`config.mk`:
```
export PLATFORM = sky130hd
export DESIGN_NAME = bpra_divider
export DESIGN_NICKNAME = d
export VERILOG_FILES = /design/src/sv/bpra_pkg.sv /design/src/sv/bpra_divider.sv
export SDC_FILE = /design/constraint.sdc
export NUM_CORES = 1
export LEC_CHECK = 0
export BUFFER_PORTS_ARGS = -buffer_cell sky130_fd_sc_hd__clkbuf_2
export CAP_MARGIN = 20
export CORE_MARGIN = 4
export CORE_UTILIZATION = 45
export DETAILED_ROUTE_END_ITERATION = 12
export PLACE_DENSITY = 0.67
export SETUP_SLACK_MARGIN = 0.05
export SYNTH_ARGS = -nofsm -noshare
export SYNTH_HDL_FRONTEND = slang
export SYNTH_SLANG_ARGS = --single-unit
```
`constraint.sdc`:
```
create_clock -name i_clk -period 7.2 [get_ports i_clk]
set_clock_uncertainty 0.05 [all_clocks]
set_input_delay 0.72 -clock i_clk [delete_from_list [all_inputs] [get_ports i_clk]]
set_output_delay 0.72 -clock i_clk [all_outputs]
set_load 0.05 [all_outputs]
```
`src/sv/bpra_pkg.sv`:
```
package bpra_pkg;

    localparam int ADDR_W        = 32;
    localparam int PB_W          = 23;
    localparam int PP_W          = 13;
    localparam int RUN_W         = 13;
    localparam int ST_W          = 2;
    localparam int CFG_IDX_W     = 2;
    localparam int WORD_W        = 32;
    localparam int OFF_W         = $clog2(WORD_W);
    localparam int DIV_STEPS     = ADDR_W;
    localparam int DIV_CNT_W     = $clog2(DIV_STEPS);
    localparam int DEF_MAX_PAGES = 4096;

    localparam logic [ADDR_W-1:0] BASE_RESET = 32'd1048576;
    localparam logic [PB_W-1:0]   PAGE_RESET = 23'd4096;
    localparam logic [PP_W-1:0]   POOL_RESET = 13'd4096;

    localparam logic OP_ALLOC = 1'b0;
    localparam logic OP_FREE  = 1'b1;

    localparam logic [ST_W-1:0] ST_DONE    = 2'd0;
    localparam logic [ST_W-1:0] ST_NO_ROOM = 2'd1;
    localparam logic [ST_W-1:0] ST_CLIPPED = 2'd2;

    localparam logic [CFG_IDX_W-1:0] CFG_BASE = 2'd0;
    localparam logic [CFG_IDX_W-1:0] CFG_PAGE = 2'd1;
    localparam logic [CFG_IDX_W-1:0] CFG_POOL = 2'd2;

    typedef struct packed {
        logic              start;
        logic [ADDR_W-1:0] dividend;
        logic [PB_W-1:0]   divisor;
    } t_div_req;

    typedef struct packed {
        logic              done;
        logic [ADDR_W-1:0] quotient;
    } t_div_rsp;

endpackage

```
`src/sv/bpra_divider.sv`:
```
module bpra_divider (
    input  logic                i_clk,
    input  logic                i_rst_n,
    input  bpra_pkg::t_div_req  i_req,
    output bpra_pkg::t_div_rsp  o_rsp
);
    import bpra_pkg::*;

    logic                 r_busy;
    logic                 r_done;
    logic [DIV_CNT_W-1:0] r_cnt;
    logic [PB_W-1:0]      r_rem;
    logic [ADDR_W-1:0]    r_quo;
    logic [PB_W-1:0]      r_div;
    logic [PB_W:0]        w_trial;
    logic                 w_fit;

    assign w_trial = {r_rem, r_quo[ADDR_W-1]};
    assign w_fit   = w_trial >= {1'b0, r_div};

    always_ff @(posedge i_clk) begin
        if (!i_rst_n) begin
            r_busy <= 1'b0;
            r_done <= 1'b0;
            r_cnt  <= '0;
        end else begin
            r_done <= 1'b0;
            if (i_req.start) begin
                r_busy <= 1'b1;
                r_cnt  <= '0;
                r_rem  <= '0;
                r_quo  <= i_req.dividend;
                r_div  <= i_req.divisor;
            end else if (r_busy) begin
                r_rem <= w_fit ? PB_W'(w_trial - {1'b0, r_div}) : PB_W'(w_trial);
                r_quo <= {r_quo[ADDR_W-2:0], w_fit};
                r_cnt <= r_cnt + DIV_CNT_W'(1);
                if (r_cnt == DIV_CNT_W'(DIV_STEPS - 1)) begin
                    r_busy <= 1'b0;
                    r_done <= 1'b1;
                end
            end
        end
    end

    assign o_rsp.done     = r_done;
    assign o_rsp.quotient = r_quo;
endmodule

```
## Yosys cells after proc, flatten, opt, wreduce, memory -nomap -nowiden

Cells that the tools add are included.

| cells by class | value |
|---|---|
| reduce and logical (&&, ||, !) cells | 5 |
| eq/ne operators | 1 |
| muxes and demuxes | 8 |
| add/subtract/negate cells | 2 |
| order comparisons | 1 |
| bitwise operators | 2 |

Operator list:

| operator | number |
|---|---|
| 2-to-1 mux 32 bit | 2 |
| 2-to-1 mux 23 bit | 2 |
| >= comparator 24 x 23 -> 1 bit | 1 |
| subtractor 23 bit | 1 |
| adder 5 x 1 -> 5 bit, second input constant | 1 |
| equality test 5 bit, second input constant | 1 |
| 2-to-1 mux 1 bit | 4 |
| AND reduction 2 bit | 2 |
| OR reduction 3 bit | 1 |
| inverter 1 bit | 2 |
| nonzero test 2 bit | 1 |
| OR reduction 2 bit | 1 |

| word-level totals | value |
|---|---|
| output and inout port bits | 33 |
| register bits | 85 |
| input port bits | 58 |

## Depth between registers and ports, before layout

Gate-level depths: netlist of the first run.

| depth | value |
|---|---|
| word-level depth | 4 |
| mapped depth | 12 |
| depth with buffers taken out | 10 |

## Least setup slack after synthesis of the first run

OpenSTA, ideal clock, no wires.

| timing path | value |
|---|---|
| path type | register to register |
| start point | register r_quo[31] |
| end point | register r_rem[19], data pin |
| stages on the path, launching flop included | 12 |
| clock period less this slack | 2.952 ns |
| path slack | 4.248 ns |
| path buffers | 1 |
| data required time | 6.895 ns |
| library setup time | 0.255 ns |
| arrival time | 2.647 ns |
| cells stage by stage | edfxtp_1 inv_1 ha_1 fa_1 nand2b_1 a21oi_2 o31ai_4 a21o_2 and4_4 buf_6 and3_1 a31o_1 |

| on the way | value |
|---|---|
| cells in the longest elaborated chain, start to end | 3 |

Ends and longest elaborated chain:

| item | RTL line | source |
|---|---|---|
| from (decl) | bpra_divider.sv:13 | `logic [ADDR_W-1:0] r_quo;` |
| from (signal assigned) | bpra_divider.sv:32 | `r_quo <= i_req.dividend;` |
| from (signal assigned) | bpra_divider.sv:36 | `r_quo <= {r_quo[ADDR_W-2:0], w_fit};` |
| subtractor 23 bit or >= comparator 24 x 23 -> 1 bit (tied branches) | bpra_divider.sv:35, bpra_divider.sv:19 |  |
| 2-to-1 mux 23 bit * | bpra_divider.sv:35 | `r_rem <= w_fit ? PB_W'(w_trial - {1'b0, r_div}) : PB_W'(w_trial);` |
| 2-to-1 mux 23 bit * | bpra_divider.sv:34 | `end else if (r_busy) begin` |
| to (signal assigned) | bpra_divider.sv:35 |  |
| to (decl) | bpra_divider.sv:12 | `logic [PB_W-1:0] r_rem;` |

Every way passes the cells marked *; elsewhere a longest branch is shown, timed or not. The select of a mux whose other input is x is not followed.
A chain may end at the register's enable or synchronous reset.

## Worst setup path after layout of the first run

| timing path | value |
|---|---|
| start point | register r_rem[6] |
| end point | register r_quo[0], data pin |

| on the way | value |
|---|---|
| cells in the longest elaborated chain, start to end | 3 |

Ends and longest elaborated chain:

| item | RTL line | source |
|---|---|---|
| >= comparator 24 x 23 -> 1 bit | bpra_divider.sv:19 | `assign w_fit = w_trial >= {1'b0, r_div};` |
| 2-to-1 mux 32 bit | bpra_divider.sv:34 |  |
| 2-to-1 mux 32 bit | bpra_divider.sv:28 | `if (i_req.start) begin` |

Every way passes these cells. The select of a mux whose other input is x is not followed.

==> impl_metrics.csv, run 1 <==
group,metric,value,unit
finish,fin_nets,579,
route,drt-total-wl,9680,µm
floorplanning,die-area,0.0123,mm²
sta,hold_violations,0,
synthesis,avgSynthCellArea,11.7,µm²
sta,report.final.slew_viol_count,0,
finish,drive_gt1_frac,0.304,
sta,hold_slack,0.477,ns
global_route,grt_max_degree,57,
power,p_leak,2.27,nW
setup_path,crit_chain,"ha_1 > a21oi_1 > inv_1 > o31ai_4 > a21o_2 > nand4_2 > mux2_2",
synthesis,synth_enable_flop_cells,78,
synthesis,syn-instance-count,407,
clocking,cts_resized,0,
clocking,cts_buffers,9,
setup_path,startpoint,"r_rem[6]$_SDFFCE_PP0P_",
power,ir_drop,141,µV
run_status,status,"finished clean",
synthesis,syn_nets,491,
clocking,clk_latency,0.36,ns
setup_path,r2r-start,"r_rem[6]$_SDFFCE_PP0P_",
placement,io_buffers,90,
placement,place_congestion,0.864,
clocking,cts_sinks,85,
route,maxUsedRoutingLayer,"met4",
setup_path,cp-start-kind,"flip-flop",
route,first_iter_violations,167,
clocking,cts_tree,"done",
global_route,grt_overflow,0,
setup_path,worst_ep_required_time,7.27,ns
hold_path,hold_path_startpoint,"r_cnt[3]$_SDFFE_PP0P_",
flow_run,cap_violations,0,
floorplanning,start_util,0.460,
floorplanning,core.rowCount,37,
finish,syn_to_final_growth,14.9,%
sta,fmax,303,MHz
setup_path,end_kind,"flip-flop",
setup_path,slowest_stage,"nand4_2",
synthesis,synthArstFlopShare,0,
clocking,postCtsSetupBuffers,0,
synthesis,ys_seq_elements,85,
route,dr_wl_met3,734,µm
synthesis,ys_seq_area_frac,0.523,
floorplanning,die_h,111,µm
setup_path,crit_type,"flip-flop to flip-flop",
route,detailroute.via_count,3338,
route,wl_met2,4310,µm
finish,n_antenna_cell,0,
route,drc,0,
synthesis,synth_ff_type,"edfxtp_1",
clocking,hold_buffers,0,
synthesis,synth.distinct_cells,57,
setup_path,crit_fanout,30,
setup_path,cp_slowest_stage_delay,0.69,ns
floorplanning,die-width,111,µm
synthesis,ys.warnings.count,0,
route,routedWlPerCell,15.2,µm
route,postRouteAntennaNets,0,
hold_path,min_path_type,"flip-flop to flip-flop",
route,routed_via_density,5.25,
route,detail_route.first_pass.iterations,5,
floorplanning,coreArea,0.0103,mm²
clocking,root_buffer,"clkbuf_8",
sta,rsz0062_at_grt,"false",
clocking,path_clk_slew,0.09,ns
sta,fin_crit,3.30,ns
clocking,max-clock-path-buffers,2,
global_route,grt_pass1_wl,16300,µm
sta,tightest_slew,0.919,ns
finish,fill_cells,936,
setup_path,crit_arrival,3.37,ns
sta,slew_headroom,0.386,
clocking,htreeDepth,3,
global_route,antenna_found_initial,0,
floorplanning,ios,91,
sta,timing.final.crit_share,0.458,
sta,setup_viol,0,
power,pwr_density_cell,236,mW/mm²
placement,hpwl,6910,µm
global_route,grt_util_all_layers,0.162,
sta,tns,0,ns
synthesis,syn_area,0.00475,mm²
global_route,first_global_vias,3427,
route,wl_met1,4480,µm
synthesized netlist by cell type (3+ instances only):
| library cell | n | area [µm²] |
|---|---|---|
| buf_6 | 3 | 33.8 |
| and2_1 | 3 | 18.8 |
| edfxtp_1 | 78 | 2340 |
| nor3_1 | 4 | 20.0 |
| nand3_1 | 6 | 30.0 |
| nand4_1 | 5 | 31.3 |
| nand2_1 | 35 | 131 |
| xnor2_1 | 11 | 96.3 |
| ha_1 | 25 | 313 |
| inv_1 | 31 | 116 |
| buf_4 | 3 | 22.5 |
| mux2i_1 | 8 | 80.1 |
| xor2_1 | 8 | 70.1 |
| a211oi_1 | 7 | 52.6 |
| nand2b_1 | 4 | 25.0 |
| and3_1 | 3 | 18.8 |
| mux2_2 | 32 | 360 |
| a21o_1 | 5 | 37.5 |
| o21ai_0 | 16 | 80.1 |
| dfxtp_1 | 7 | 140 |
| a21oi_1 | 29 | 145 |
| clkbuf_1 | 5 | 18.8 |
| nor2_1 | 34 | 128 |
worst paths after layout:
| check | to | slack [ns] | cells past startpoint |
|---|---|---|---|
| setup reg to reg | r_quo[0]$_DFFE_PP_ | 3.90 | 7 |
| hold / removal | r_cnt[3]$_SDFFE_PP0P_ | 0.48 | 2 |
| setup / recovery | r_quo[0]$_DFFE_PP_ | 3.90 | 7 |
| hold reg to reg | r_cnt[3]$_SDFFE_PP0P_ | 0.48 | 2 |
critical path, delay by kind of cell (launching register included):
kind | cells | cell delay, ns
AOI/OAI and AO/OA | 3 | 0.84
DFF | 1 | 0.40
muxes | 1 | 0.59
and+or+nand+nor | 1 | 0.69
buffers and inverters | 1 | 0.11
adders and majority gates | 1 | 0.38
flip-flops by register name, indices dropped and copies added, names as in the netlist:
signal / cells
r_div: 23
r_cnt: 5
r_rem: 23
r_quo: 32
r_done: 1
r_busy: 1
layer usage:
layer  vias to the layer above  track usage
met5                         -            0
met4                         0       0.0542
met3                        15       0.0524
met2                        98        0.247
met1                      1570        0.218
li1                       1655            -
per-stage QoR:
step,setup slack (ns),cell area (µm²),cells,power (mW),utilization
6_report,3.90,5460,636,1.29,0.529
5_1_grt,3.63,5460,636,1.36,0.529
4_1_cts,3.90,5460,636,1.30,0.529
3_5_place_dp,3.91,5270,620,0.959,0.510
3_3_place_gp,4.02,5270,620,0.954,0.510
2_1_floorplan,4.25,4750,407,0.891,-
cell usage in the layout (no fill, tap or decap), drive strengths merged, types with 2 or more instances in the layout:
cell type and instances:
a21oi 30, mux2 32, a21o 7, and3 3, o211ai 2, and2 3
buf 3, clkbuf 100, inv 32, nand3 6, dfxtp 7, edfxtp 78
nor2 34, o21bai 2, a211oi 7, a41oi 2, o21ai 17, nor2b 2
nand2 38, nor4 2, nand2b 4, clkinv 3, a21boi 2, xnor2 11
ha 25, nor3 4, xor2 8, mux2i 8, a31o 2, nand4 6
o31ai 3, o21a 2
cells by family (layout without fill, tap and decap cells):
group,after synthesis,in the layout,synth area share
simple gates,107,107,0.111
flops,85,85,0.523
compound gates,83,83,0.118
buf+inv,47,140,0.0514
mux,40,40,0.0927
fa+ha+maj,26,26,0.0701
xor+xnor,19,19,0.0350
power breakdown:
group | total (mW) | internal (mW) | switching (mW)
logic | 0.345 | 0.132 | 0.213
registers | 0.605 | 0.587 | 0.0176
clock network | 0.337 | 0.160 | 0.177
total | 1.29 | 0.879 | 0.408
area by class of cell:
class,instances,area [µm²],share of cell area
clock inverter,6,62.6,0.0115
clock buffer,10,128,0.0234
tap,136,170,0.0312
sequential,85,2480,0.455
multi-input combinational,275,2030,0.371
inverter,31,116,0.0213
timing repair buffer,93,473,0.0867
(Power assumes the default switching activity.)
==> inputs of run 2 (changes only) <==
- PLACE_DENSITY: 0.67 -> 0.7
- clock period: 7.2 -> 3.02 ns (I/O delays scaled with it)
==> run 2 against run 1 <==
Total power up 140%. Critical path depth up 4. Clock power up 140%. Sequential power increased by 140%. Maximum frequency up 18%. Register-to-register slack worse by 3.7 ns. Via count is 2.0% higher. Global-route usage is 0.96 points higher. Combinational power grew 140%. Critical path type unchanged.
==> impl_metrics.csv, run 2 (synthesized netlist as in run 1, its figures left out) <==
group,metric,value,unit
power,p_switching,0.987,mW
route,routedWlPerCell,15.7,µm
floorplanning,start_util,0.460,
global_route,antenna_found_initial,0,
finish,fin_nets,584,
setup_path,worst_ep_required_time,3.10,ns
clocking,path_clk_slew,0.09,ns
finish,syn_to_final_growth,15.7,%
power,pwr-share-seq,0.467,
power,switching_share,0.319,
floorplanning,coreArea,0.0103,mm²
clocking,clk_latency,0.38,ns
route,postRouteAntennaNets,0,
flow_run,cap_violations,0,
power,p_comb_frac,0.272,
finish,layout_commonest_cell,"clkbuf_2",
placement,io_buffers,90,
clocking,root_buffer,"clkbuf_8",
power,ir_drop,320,µV
clocking,cts_tree,"done",
placement,hpwl,7600,µm
route,routed_via_density,5.31,
finish,top_regs,"r_quo x32, r_div x23, r_rem x23",
clocking,postCtsSetupBuffers,0,
finish,drive_gt1_frac,0.311,
global_route,grt_overflow,0,
power,p_leak,2.30,nW
sta,fmax,357,MHz
global_route,grt_util_all_layers,0.171,
global_route,grt_pass1_wl,16900,µm
floorplanning,die-width,111,µm
sta,tns,0,ns
clocking,cts_sinks,85,
route,detail_route.first_pass.iterations,5,
sta,slew_headroom,0.626,
run_status,status,"finished clean",
sta,tightest_slew,0.562,ns
route,drt-total-wl,10000,µm
sta,report.final.slew_viol_count,0,
power,pwr_density_cell,562,mW/mm²
route,drc,0,
clocking,max-clock-path-buffers,2,
hold_path,min_path_type,"primary input to flip-flop",
setup_path,cp-start-kind,"flip-flop",
route,first_iter_violations,173,
sta,timing.final.crit_share,0.928,
route,detailroute.via_count,3405,
global_route,grt_max_degree,44,
finish,final_cell_mix,"clkbuf_2 (90), edfxtp_1 (78), nand2_1 (35)",
setup_path,end_kind,"flip-flop",
setup_path,crit_type,"flip-flop to flip-flop",
setup_path,crit_fanout,14,
floorplanning,ios,91,
sta,setup_viol,0,
sta,hold_violations,0,
sta,finalWorstSetupSlack,0.217,ns
finish,largest_reg_flops,32,
power,intPower,2.10,mW
floorplanning,core.rowCount,37,
finish,n_antenna_cell,0,
global_route,first_global_vias,3542,
sta,fin_crit,2.80,ns
sta,rsz0062_at_grt,"false",
placement,dp_slack,0.169,ns
floorplanning,die_h,111,µm
clocking,cts_resized,0,
clocking,cts_buffers,9,
floorplanning,die-area,0.0123,mm²
power,pwr-share-clk,0.261,
finish,largest_register,"r_quo",
setup_path,crit_arrival,2.88,ns
placement,place_congestion,0.880,
clocking,hold_buffers,0,
clocking,htreeDepth,3,
## run 2: cell types whose count changed in the layout (fill, tap and decap cells not counted), sizes merged
cell	before	now
buf	3	8
## run 2: metrics by stage
step	total power, mW	hold slack [ns]	utilization	cell area, µm²	instances
global placement	2.28	0.431	0.514	5310	625
finish	3.09	0.0401	0.533	5500	641
global route	3.27	0.0259	0.533	5500	641
floorplan	2.13	0.351	-	4750	407
detailed placement	2.30	0.431	0.514	5310	625
CTS	3.11	0.0209	0.532	5500	641
## run 2: per-layer routing
metal,vias up,GRT usage,share of wire
met1,1601,0.213,0.43
met4,0,0.0846,0.020
met2,122,0.264,0.46
met5,-,0,0
li1,1671,-,-
met3,11,0.0600,0.094
## run 2: worst paths after layout
path / depth (start not counted) / slack [ns] / endpoint / start
setup reg to reg: 11 / 0.22 / r_rem[4]$_SDFFCE_PP0P_ / r_quo[31]$_DFFE_PP_
hold reg to reg: 2 / 0.47 / r_cnt[4]$_SDFFE_PP0P_ / r_cnt[4]$_SDFFE_PP0P_
hold / removal: 1 / 0.04 / r_div[14]$_DFFE_PP_ / i_req[14]
setup / recovery: 11 / 0.22 / r_rem[4]$_SDFFCE_PP0P_ / r_quo[31]$_DFFE_PP_
## run 2: area by class of cell
type                            instances  area (µm²)
Clock inverter                          6        62.6
Fill cell                             930        4820
Clock buffer                           10         128
Tap cell                              136         170
Inverter                               31         116
Multi-Input combinational cell        275        2030
Sequential cell                        85        2480
Timing Repair Buffer                   98         514
## run 2: critical path, cell delays in order (launching register included)
cell      delay (ns)
edfxtp_1        0.38
inv_1           0.06
ha_1            0.22
fa_1            0.40
nand2b_1        0.20
a21oi_2         0.26
o31ai_4         0.13
a21o_2          0.22
nand4_2         0.15
buf_6           0.21
mux2i_1         0.22
nor2_1          0.05
## run 2: power groups by stage
| stage | Clock [mW] | Sequential, mW | Combinational [mW] |
|---|---|---|---|
| floorplan | 0 | 1.56 | 0.570 |
| global placement | 0 | 1.47 | 0.814 |
| detailed placement | 0 | 1.47 | 0.834 |
| CTS | 0.828 | 1.44 | 0.838 |
| global route | 0.883 | 1.45 | 0.929 |
| finish | 0.807 | 1.44 | 0.840 |
==> inputs of run 3 (changes only) <==
- CTS_CLUSTER_DIAMETER: not set -> 80
- PLACE_DENSITY: 0.7 -> 0.69
==> run 3 against run 2 <==
Maximum frequency is 0.59% higher. Core utilization up 0.12 points. Sequential cell count is the same. Cell area grew 0.23%. Clock power increased by 1%. Critical path depth shrank 1. Routed wire length down 1.9%. Combinational power barely moved.
==> impl_metrics.csv, run 3 (synthesized netlist as in run 1, its figures left out) <==
group,metric,value,unit
run_status,status,"finished clean",
global_route,antenna_found_initial,0,
route,detailroute.via_count,3410,
setup_path,end_kind,"flip-flop",
route,drt-total-wl,9860,µm
finish,largest_register,"r_quo",
global_route,grt_overflow,0,
finish,final_cell_mix,"clkbuf_2 (90), edfxtp_1 (78), nand2_1 (35)",
placement,dp_slack,0.266,ns
power,pwr_density_cell,563,mW/mm²
clocking,max-clock-path-buffers,2,
route,routed_via_density,5.34,
clocking,clk_latency,0.38,ns
global_route,grt_util_all_layers,0.166,
floorplanning,ios,91,
finish,final_cells,639,
clocking,cts_buffers,9,
global_route,first_global_vias,3449,
power,p_total,3.10,mW
flow_run,cap_violations,0,
clocking,htreeDepth,3,
clocking,cts_resized,0,
clocking,root_buffer,"clkbuf_8",
hold_path,min_path_type,"primary input to flip-flop",
sta,report.final.slew_viol_count,0,
sta,finalWorstSetupSlack,0.233,ns
floorplanning,start_util,0.460,
global_route,grt.met2_usage,0.252,
clocking,hold_buffers,0,
finish,n_antenna_cell,0,
setup_path,crit_arrival,2.96,ns
floorplanning,die-area,0.0123,mm²
floorplanning,die-width,111,µm
placement,place_congestion,0.904,
global_route,grt_util_met3,0.0606,
finish,layout_commonest_cell,"clkbuf_2",
finish,largest_reg_flops,32,
finish,fin_nets,582,
sta,hold_violations,0,
finish,drive_gt1_frac,0.312,
setup_path,cp_slowest_stage_delay,0.41,ns
route,postRouteAntennaNets,0,
global_route,grt-busiest-layer,"met2",
setup_path,cp-start-kind,"flip-flop",
route,detail_route.first_pass.iterations,4,
setup_path,crit_chain,"inv_1 > ha_1 > fa_1 > nand2b_1 > a21oi_2 > o21ai_2 > a2111oi_4 > nor3_1 > or3b_1 > a21oi_1",
sta,slew_headroom,0.531,
placement,io_buffers,90,
setup_path,worst_ep_required_time,3.19,ns
finish,syn_to_final_growth,16.0,%
clocking,postCtsSetupBuffers,0,
power,p_leak,2.30,nW
finish,top_regs,"r_quo x32, r_div x23, r_rem x23",
sta,tns,0,ns
setup_path,crit_type,"flip-flop to flip-flop",
clocking,cts_sinks,85,
sta,timing.final.crit_share,0.923,
global_route,grt_max_degree,44,
setup_path,crit_fanout,3,
route,routedWlPerCell,15.4,µm
sta,setup_viol,0,
floorplanning,coreArea,0.0103,mm²
setup_path,crit_buf_inv,1,
setup_path,path_delay_family,"compound AO/OA/AOI/OAI gates",
floorplanning,die_h,111,µm
placement,hpwl,7330,µm
sta,tightest_slew,0.703,ns
global_route,met1_usage,0.214,
sta,fmax,359,MHz
sta,rsz0062_at_grt,"false",
placement,dp.cells,623,
finish,fill_cells,902,
route,drc,0,
route,first_iter_violations,215,
clocking,cts_tree,"done",
power,ir_drop,298,µV
global_route,grt_pass1_wl,16500,µm
floorplanning,core.rowCount,37,
clocking,path_clk_slew,0.09,ns
setup_path,slowest_stage,"fa_1",
sta,fin_crit,2.79,ns
[run 3: cell type report]
type                            count  area, µm²  area share
Tap cell                          136        170      0.0309
Clock buffer                        9        124      0.0225
Sequential cell                    85       2480       0.450
Inverter                           31        116      0.0211
Timing Repair Buffer               96        520      0.0944
Clock inverter                      7       72.6      0.0132
Multi-Input combinational cell    275       2030       0.368
[run 3: report_power, final]
| part | internal, mW | switching [mW] |
|---|---|---|
| Clock | 0.385 | 0.433 |
| Combinational | 0.327 | 0.514 |
| Sequential | 1.40 | 0.0437 |
[run 3: metrics by stage]
step / hold slack, ns / area [µm²] / utilization
2_1_floorplan: 0.351 / 4750 / -
3_3_place_gp: 0.431 / 5320 / 0.515
3_5_place_dp: 0.431 / 5320 / 0.515
4_1_cts: 0.0204 / 5510 / 0.534
5_1_grt: 0.0136 / 5510 / 0.534
6_report: 0.0432 / 5510 / 0.534
[run 3: final timing paths]
kind	to	from	cells past startpoint	slack [ns]
hold / removal	r_div[12]$_DFFE_PP_	i_req[12]	1	0.04
setup / recovery	r_rem[22]$_SDFFCE_PP0P_	r_quo[31]$_DFFE_PP_	10	0.23
hold reg to reg	r_cnt[4]$_SDFFE_PP0P_	r_cnt[4]$_SDFFE_PP0P_	2	0.47
setup reg to reg	r_rem[22]$_SDFFCE_PP0P_	r_quo[31]$_DFFE_PP_	10	0.23
[run 3: worst register-to-register path: stages (launching register included)]
cell and delay, ns:
edfxtp_1 0.38, inv_1 0.06, ha_1 0.21, fa_1 0.41, nand2b_1 0.19, a21oi_2 0.25, o21ai_2 0.15, a2111oi_4 0.38
nor3_1 0.07, or3b_1 0.35, a21oi_1 0.15
[run 3: routing by layer]
layer / vias up / share of wire
met5: - / 0
met4: 0 / 0.024
met3: 21 / 0.078
met2: 123 / 0.45
met1: 1596 / 0.45
li1: 1670 / -
